$ cat src/sv/bitmap_frame_allocator_defines.svh
// assertion macros for the bitmap frame allocator
// used by the top level only, expects clk and rst_n in scope
`ifndef BITMAP_FRAME_ALLOCATOR_DEFINES_SVH
`define BITMAP_FRAME_ALLOCATOR_DEFINES_SVH

`ifndef SYNTHESIS
`define BFA_ASSERT_IMP(lbl, ante, cons) \
  lbl: assert property (@(posedge clk) disable iff (!rst_n) (ante) |-> (cons)) \
    else $error("bitmap_frame_allocator: check failed");
`define BFA_ASSERT_NXT(lbl, ante, cons) \
  lbl: assert property (@(posedge clk) disable iff (!rst_n) (ante) |=> (cons)) \
    else $error("bitmap_frame_allocator: check failed");
`else
`define BFA_ASSERT_IMP(lbl, ante, cons)
`define BFA_ASSERT_NXT(lbl, ante, cons)
`endif

`endif

$ cat src/sv/bfa_pkg.sv
// shared types and constants of the bitmap frame allocator
// no dependencies
`timescale 1ns / 1ps

package bfa_pkg;

  localparam int WORD_BITS = 32;
  localparam int WORD_SH   = 5;
  localparam int FRAME_W   = 14;
  localparam int FIU_W     = 15;

  localparam logic [FIU_W-1:0] FIU_RESET = 15'd16384;

  // register index taken from the byte address
  localparam logic REG_FRAMES_IN_USE = 1'b0;

  localparam logic [1:0] ST_DONE    = 2'd0;
  localparam logic [1:0] ST_NOTHING = 2'd1;
  localparam logic [1:0] ST_NOFREE  = 2'd2;

  typedef enum logic [1:0] {
    RK_NOTHING,
    RK_NOFREE,
    RK_FREED,
    RK_ALLOC
  } res_kind_t;

  typedef struct packed {
    logic      clr;
    logic      load;
    logic      scan;
    logic      rd_free;
    logic      mark;
    logic      unmark;
    logic      post;
    res_kind_t kind;
  } dp_cmd_t;

  typedef struct packed {
    logic clr_last;
    logic is_free;
    logic pf_zero;
    logic in_range;
    logic hit;
    logic scan_empty;
    logic out_open;
  } dp_sts_t;

endpackage

$ cat src/sv/bfa_ctrl.sv
// control state machine of the bitmap frame allocator
// depends on bfa_pkg; drives the datapath through dp_cmd_t
`timescale 1ns / 1ps

module bfa_ctrl
  import bfa_pkg::*;
(
  input  logic    clk,
  input  logic    rst_n,
  input  logic    in_valid,
  output logic    in_stall,
  input  dp_sts_t sts,
  output dp_cmd_t cmd
);

  typedef enum logic [2:0] {
    S_INIT,
    S_IDLE,
    S_DECIDE,
    S_SCAN,
    S_FREE_WR,
    S_POST
  } state_t;

  state_t    state_r, state_nxt;
  res_kind_t kind_r, kind_nxt;
  logic      in_stall_r;

  always_comb begin
    state_nxt = state_r;
    kind_nxt  = kind_r;
    cmd       = '0;
    cmd.kind  = kind_r;
    case (state_r)
      S_INIT: begin
        cmd.clr = 1'b1;
        if (sts.clr_last) state_nxt = S_IDLE;
      end
      S_IDLE: begin
        if (in_valid) begin
          cmd.load  = 1'b1;
          state_nxt = S_DECIDE;
        end
      end
      S_DECIDE: begin
        if (sts.pf_zero && !sts.is_free) begin
          state_nxt = S_SCAN;
        end else if (!sts.is_free || sts.pf_zero) begin
          kind_nxt  = RK_NOTHING;
          state_nxt = S_POST;
        end else if (sts.in_range) begin
          cmd.rd_free = 1'b1;
          state_nxt   = S_FREE_WR;
        end else begin
          // out-of-range frame: nothing to clear, still reported as done
          kind_nxt  = RK_FREED;
          state_nxt = S_POST;
        end
      end
      S_SCAN: begin
        if (sts.hit) begin
          cmd.mark  = 1'b1;
          kind_nxt  = RK_ALLOC;
          state_nxt = S_POST;
        end else if (sts.scan_empty) begin
          kind_nxt  = RK_NOFREE;
          state_nxt = S_POST;
        end else begin
          cmd.scan = 1'b1;
        end
      end
      S_FREE_WR: begin
        cmd.unmark = 1'b1;
        kind_nxt   = RK_FREED;
        state_nxt  = S_POST;
      end
      S_POST: begin
        if (sts.out_open) begin
          cmd.post  = 1'b1;
          state_nxt = S_IDLE;
        end
      end
      default: state_nxt = S_INIT;
    endcase
  end

  always_ff @(posedge clk) begin
    if (!rst_n) begin
      state_r    <= S_INIT;
      kind_r     <= RK_NOTHING;
      in_stall_r <= 1'b1;
    end else begin
      state_r    <= state_nxt;
      kind_r     <= kind_nxt;
      in_stall_r <= (state_nxt != S_IDLE);
    end
  end

  assign in_stall = in_stall_r;

endmodule

$ cat config.mk
export PLATFORM = sky130hd
export DESIGN_NAME = bfa_ctrl
export DESIGN_NICKNAME = d
export VERILOG_FILES = /design/src/sv/bitmap_frame_allocator_defines.svh /design/src/sv/bfa_pkg.sv /design/src/sv/bfa_ctrl.sv
export SDC_FILE = /design/constraint.sdc
export NUM_CORES = 1
export LEC_CHECK = 0
export BUFFER_PORTS_ARGS = -buffer_cell sky130_fd_sc_hd__buf_2
export CAP_MARGIN = 25
export CORE_AREA = 2 2 39 41
export CTS_CLUSTER_DIAMETER = 200
export DETAILED_ROUTE_END_ITERATION = 12
export DIE_AREA = 0 0 41 43
export PLACE_DENSITY = 0.59
export SYNTH_ARGS = -nofsm -noshare
export SYNTH_HDL_FRONTEND = slang
export SYNTH_SLANG_ARGS = --single-unit
$ cat constraint.sdc
create_clock -name clk -period 1.6 [get_ports clk]
set_clock_uncertainty 0.1 [all_clocks]
set_input_delay 0.24 -clock clk [delete_from_list [all_inputs] [get_ports clk]]
set_output_delay 0.24 -clock clk [all_outputs]
set_load 0.1 [all_outputs]
== Word-level counts from Yosys, hierarchy flattened ==
Cells that the tools add are included.
Storage, ports and cells
  latch bits: 0
  memories: 0
  word-level logic and storage cells: 48
  bits in read-only memories: 0
  bits in writable memories: 0
  input port bits: 10
  register bits after elaboration: 6
  output and inout port bits: 10
Operators by class
  bitwise logic cells: 0
  equal/unequal tests: 9
  add/subtract/negate cells: 0
  muxes and demuxes: 30
  shift-type cells: 0
  magnitude comparators: 0
  reduce and logical (&&, ||, !) cells: 6
  divide/modulo/power cells: 0
  multipliers: 0
Operators by type and width (number)
  3-bit two-way mux: 7
  3-bit one-hot mux with 6 select lines: 1
  1-bit two-way mux: 16
  2-bit two-way mux: 5
  3-bit by 2-bit equality test with 1-bit output, second input constant: 2
  3-bit equality test, second input constant: 2
  3-bit != test, second input constant: 2
  2-bit one-hot mux with 3 select lines: 1
  4-bit AND reduction: 1
  3-bit by 1-bit equality test with 1-bit output, second input constant: 1
  3-bit logical NOT: 1
  3-bit by 1-bit != test with 1-bit output, second input constant: 1
  3-bit nonzero test: 1
  2-bit != test, second input constant: 1
  1-bit logical AND: 1
  1-bit logical NOT: 1
  1-bit logical OR: 1

== Depth between registers and ports, before layout ==
  depth after elaboration: 6
  mapped depth: 5
  gate-level depth less buffers: 4

== Worst setup path after synthesis ==
Ideal clock, no wire load.
  kind: reg-to-reg
  from: register state_r[2]
  to: register in_stall_r, in the netlist in_stall
  library setup time: 0.069 ns
  path slack: -1.460 ns
  required time: 1.431 ns
  stages on the path, launching flop included: 4
  arrival: 2.890 ns
  cells stage by stage: dfxtp_1 > buf_4 > nor3_1 > or4b_1
On the way
  word-level cells in the longest chain between the ends: 4
Ends and longest elaborated chain
  from (decl): RTL line bfa_ctrl.sv:25  | state_t state_r, state_nxt;
  from (signal assigned): RTL line bfa_ctrl.sv:93  | state_r <= state_nxt;
  3-bit two-way mux: RTL line bfa_ctrl.sv:65  | end else if (sts.scan_empty) begin
  3-bit two-way mux: RTL line bfa_ctrl.sv:61  | if (sts.hit) begin
  3-bit one-hot mux with 6 select lines *: RTL line bfa_ctrl.sv:34  | case (state_r)
  3-bit by 1-bit != test with 1-bit output *: RTL line bfa_ctrl.sv:95  | in_stall_r <= (state_nxt != S_IDLE);
  to (signal assigned): RTL line bfa_ctrl.sv:95
  to (decl): RTL line bfa_ctrl.sv:27  | logic in_stall_r;
Every way passes the cells marked *; elsewhere a longest branch is shown, timed or not.
A chain may end at the register's enable or synchronous reset.

==> impl_results.md <==
- DR WL met3: 88 um
- Worst-Skew Late Latency: 0.25 ns
- ANT nets after route: 0
- Crit path required time: 1.26 ns
- Final hold slack: 0.162 ns
- Avg Vias per Cell: 5.20
- IR drop worst, VDD: 0.438 mV
- Syn Area/Cell: 7.31 um^2
- Post-DR wirelength/cell: 11.7 um
- Type of the worst min-delay path: in -> reg
- Number of diodes: 0
- Cts-stage hold buffer count: 0
- Pre-Repair DR Iteration Count: 4
- Final Max Tran Viols: 0
- Critical Path Fanout Max: 4
- CP Class: reg -> out
- Maximum Capacitance Violations: 0
- Mapped Area: 409 um^2
- Pin count of the biggest net entering global routing: 7
- # rows: 14
- Clk root buf: clkbuf_4
- CTS Buffer Depth: 2
- Rel. slew slack: 67.9%
- Number of port buffers: 19
- Fin crit share: 103%
- Final Hold Fails: 0
- Total number of yosys warnings: 0
- Synth Net Count: 66
- Global placer's final weighted congestion: 0.854
- H-tree depth: 1
- Reg2Reg Setup Slack: 0.04 ns
- Final Core Density: 59.1%
- Area delta synth->final: 100%
- Pleak: 0.363 nW
- DRT met1 WL: 527 um
- Clock share of power: 25.3%
- Total CTS buffers: 3
- Total global routing overflow: 0
- Multiplexer area fraction after synthesis: 5.20%
- Xor/xnor share of the synthesized area: 0%
- RSZ-0062 raised after global routing: yes
- Crit end category: primary output
- Vias in the first global route: 477
- Final net count: 99
- Power Dens Cells: 719 nW/um^2
- Die height: 43 um
- #FFs+latches synth: 6
- Core Footprint: 1380 um^2
- DR iter-0 viols: 7
- Final TNS setup: -0.0734 ns
- Worst path slowest cell: or3b_4
- DIE WIDTH: 41 um
- Logic pwr share: 46.1%
- Worst Max-Slew Pin Slew: 0.485 ns
- F_max: 608 MHz
- Violated checks: negative setup slack
- P_int: 0.000348 W
- Largest family of logic cells by synthesized area: simple AND/OR/NAND/NOR gates
- Max Used Layer: met4
- Compound-gate portion of the synthesized area: 18.7%
- Critical path startpoint category: flop
- Net Sw Power: 0.000240 W
- Clk sink count: 6
- Sequential Power Share: 28.5%
- Starting Density: 29.6%
- Clk slew on worst S/H paths: 0.05 ns
- IO Count: 20
- Layout cells sized above 1: 56.3%
- Die area: 1760 um^2
- Layout Cells excl Fill: 103
- Adder-cell area share of the yosys netlist: 0%
- Antenna violations before repair: 0
- CP arrival: 1.30 ns
- Detailed placer's ending HPWL: 800 um
- CP max stage delay: 0.41 ns
- Tmin final: 1.64 ns
- Met2 wire len: 563 um
- First-pass GRT wire length: 1.86 mm
- Remaining DRCs: 0
- Placed cells: 92
- Net Sw Frac: 40.8%
- Register area share after synthesis: 29.4%
- Setup violations, final: 2
- Critical Path, Cell by Cell: or3b_4, nor2_4, buf_12
- Netlist cell types: 23
- Synth Instances: 56
- Total Routing Usage GR: 15.9%
- CTS tree: yes
- Post-Synth Simple-Gate Area: 39.1%
- Status: complete, but fails checks
- Vias: 536
- Final WL: 1.20 mm
- Final WS setup: -0.0438 ns
state kept, by name (all words and copies together), names as in the netlist:
name and count:
in_stall 1, kind_r 2, state_r 3
cell type report:
cell class,count,area [um^2]
Clock buffer,3,22.5
Fill cell,123,566
Inverter,2,7.51
Multi-Input combinational cell,45,339
Sequential cell,6,131
Tap cell,16,20.0
Timing Repair Buffer,31,298
synthesized netlist by cell type:
library cell	n	area [um^2]
dfxtp_1	6	120
a21oi_1	5	25.0
buf_6	1	11.3
nor2_1	10	37.5
nor3_1	5	25.0
o21ai_2	1	8.76
nand2_1	6	22.5
buf_4	1	7.51
buf_2	1	5.00
nand3b_1	2	15.0
or4b_1	1	10.0
o21a_1	1	7.51
o31ai_1	2	15.0
and3b_1	1	8.76
nand2b_1	3	18.8
mux2_2	1	11.3
o21ai_0	2	10.0
nor2b_1	1	6.26
mux2i_1	1	10.0
inv_1	2	7.51
a21bo_1	1	10.0
or3b_1	1	8.76
nor3b_1	1	7.51
cells by family after synthesis:
kind of cell	Yosys count
buffers and inverters	5
and+or+nand+nor	31
AOI/OAI and AO/OA	12
DFF	6
muxes	2
power groups by stage:
stage	Sequential [W]	Combinational [W]	Clock (W)
2_1_floorplan	0.000206	0.000140	0
3_3_place_gp	0.000179	0.000231	0
3_5_place_dp	0.000179	0.000232	0
4_1_cts	0.000167	0.000264	0.000152
5_1_grt	0.000169	0.000285	0.000159
6_report	0.000168	0.000272	0.000149
metrics by stage:
stage               worst slack [ns]  area [um^2]  total power, W
global placement              0.0558          702        0.000410
finish                       -0.0438          818        0.000588
floorplan                     -0.280          485        0.000346
CTS                          -0.0703          807        0.000583
detailed placement            0.0378          702        0.000412
global route                 -0.0819          818        0.000612
final timing paths:
| path | cells after the start | startpoint | to |
|---|---|---|---|
| worst max-delay path | 3 | state_r[0] | cmd[5] |
| worst min-delay path | 3 | rst_n | state_r[1] |
| worst max register to register | 6 | state_r[0] | in_stall |
| worst min register to register | 2 | kind_r[1] | kind_r[1] |
what timing repair did:
item                       in CTS  in global routing
pin swaps                       3                  4
hold endpoints to repair        0                  0
setup endpoints to repair       6                  5
buffers inserted                8                  1
gates resized for setup         8                  3
worst max-delay path, delay by kind of cell (launching register included):
| kind | cells | cell delay [ns] |
|---|---|---|
| simple gates | 2 | 0.52 |
| flops | 1 | 0.35 |
| buf+inv | 1 | 0.18 |
cell usage in the layout (no fill, tap or decap), drive strengths merged:
cell and n:
buf 31, nor2 10, nand2 6, dfxtp 6
a21oi 5, nor3 5, clkbuf 3, o21ai 3
nand2b 3, inv 2, nand3b 2, o31ai 2
or3b 1, a21bo 1, and3b 1, nor2b 1
mux2i 1, or4b 1, mux2 1, nor3b 1
o21a 1
per-layer routing:
| layer | global-route usage (%) | vias to the layer above |
|---|---|---|
| met4 | 9.33 | 0 |
| met3 | 4.71 | 4 |
| li1 | - | 260 |
| met1 | 19.3 | 250 |
| met5 | 0 | - |
| met2 | 23.4 | 22 |
No activity file was read; power rests on OpenSTA's default activity.
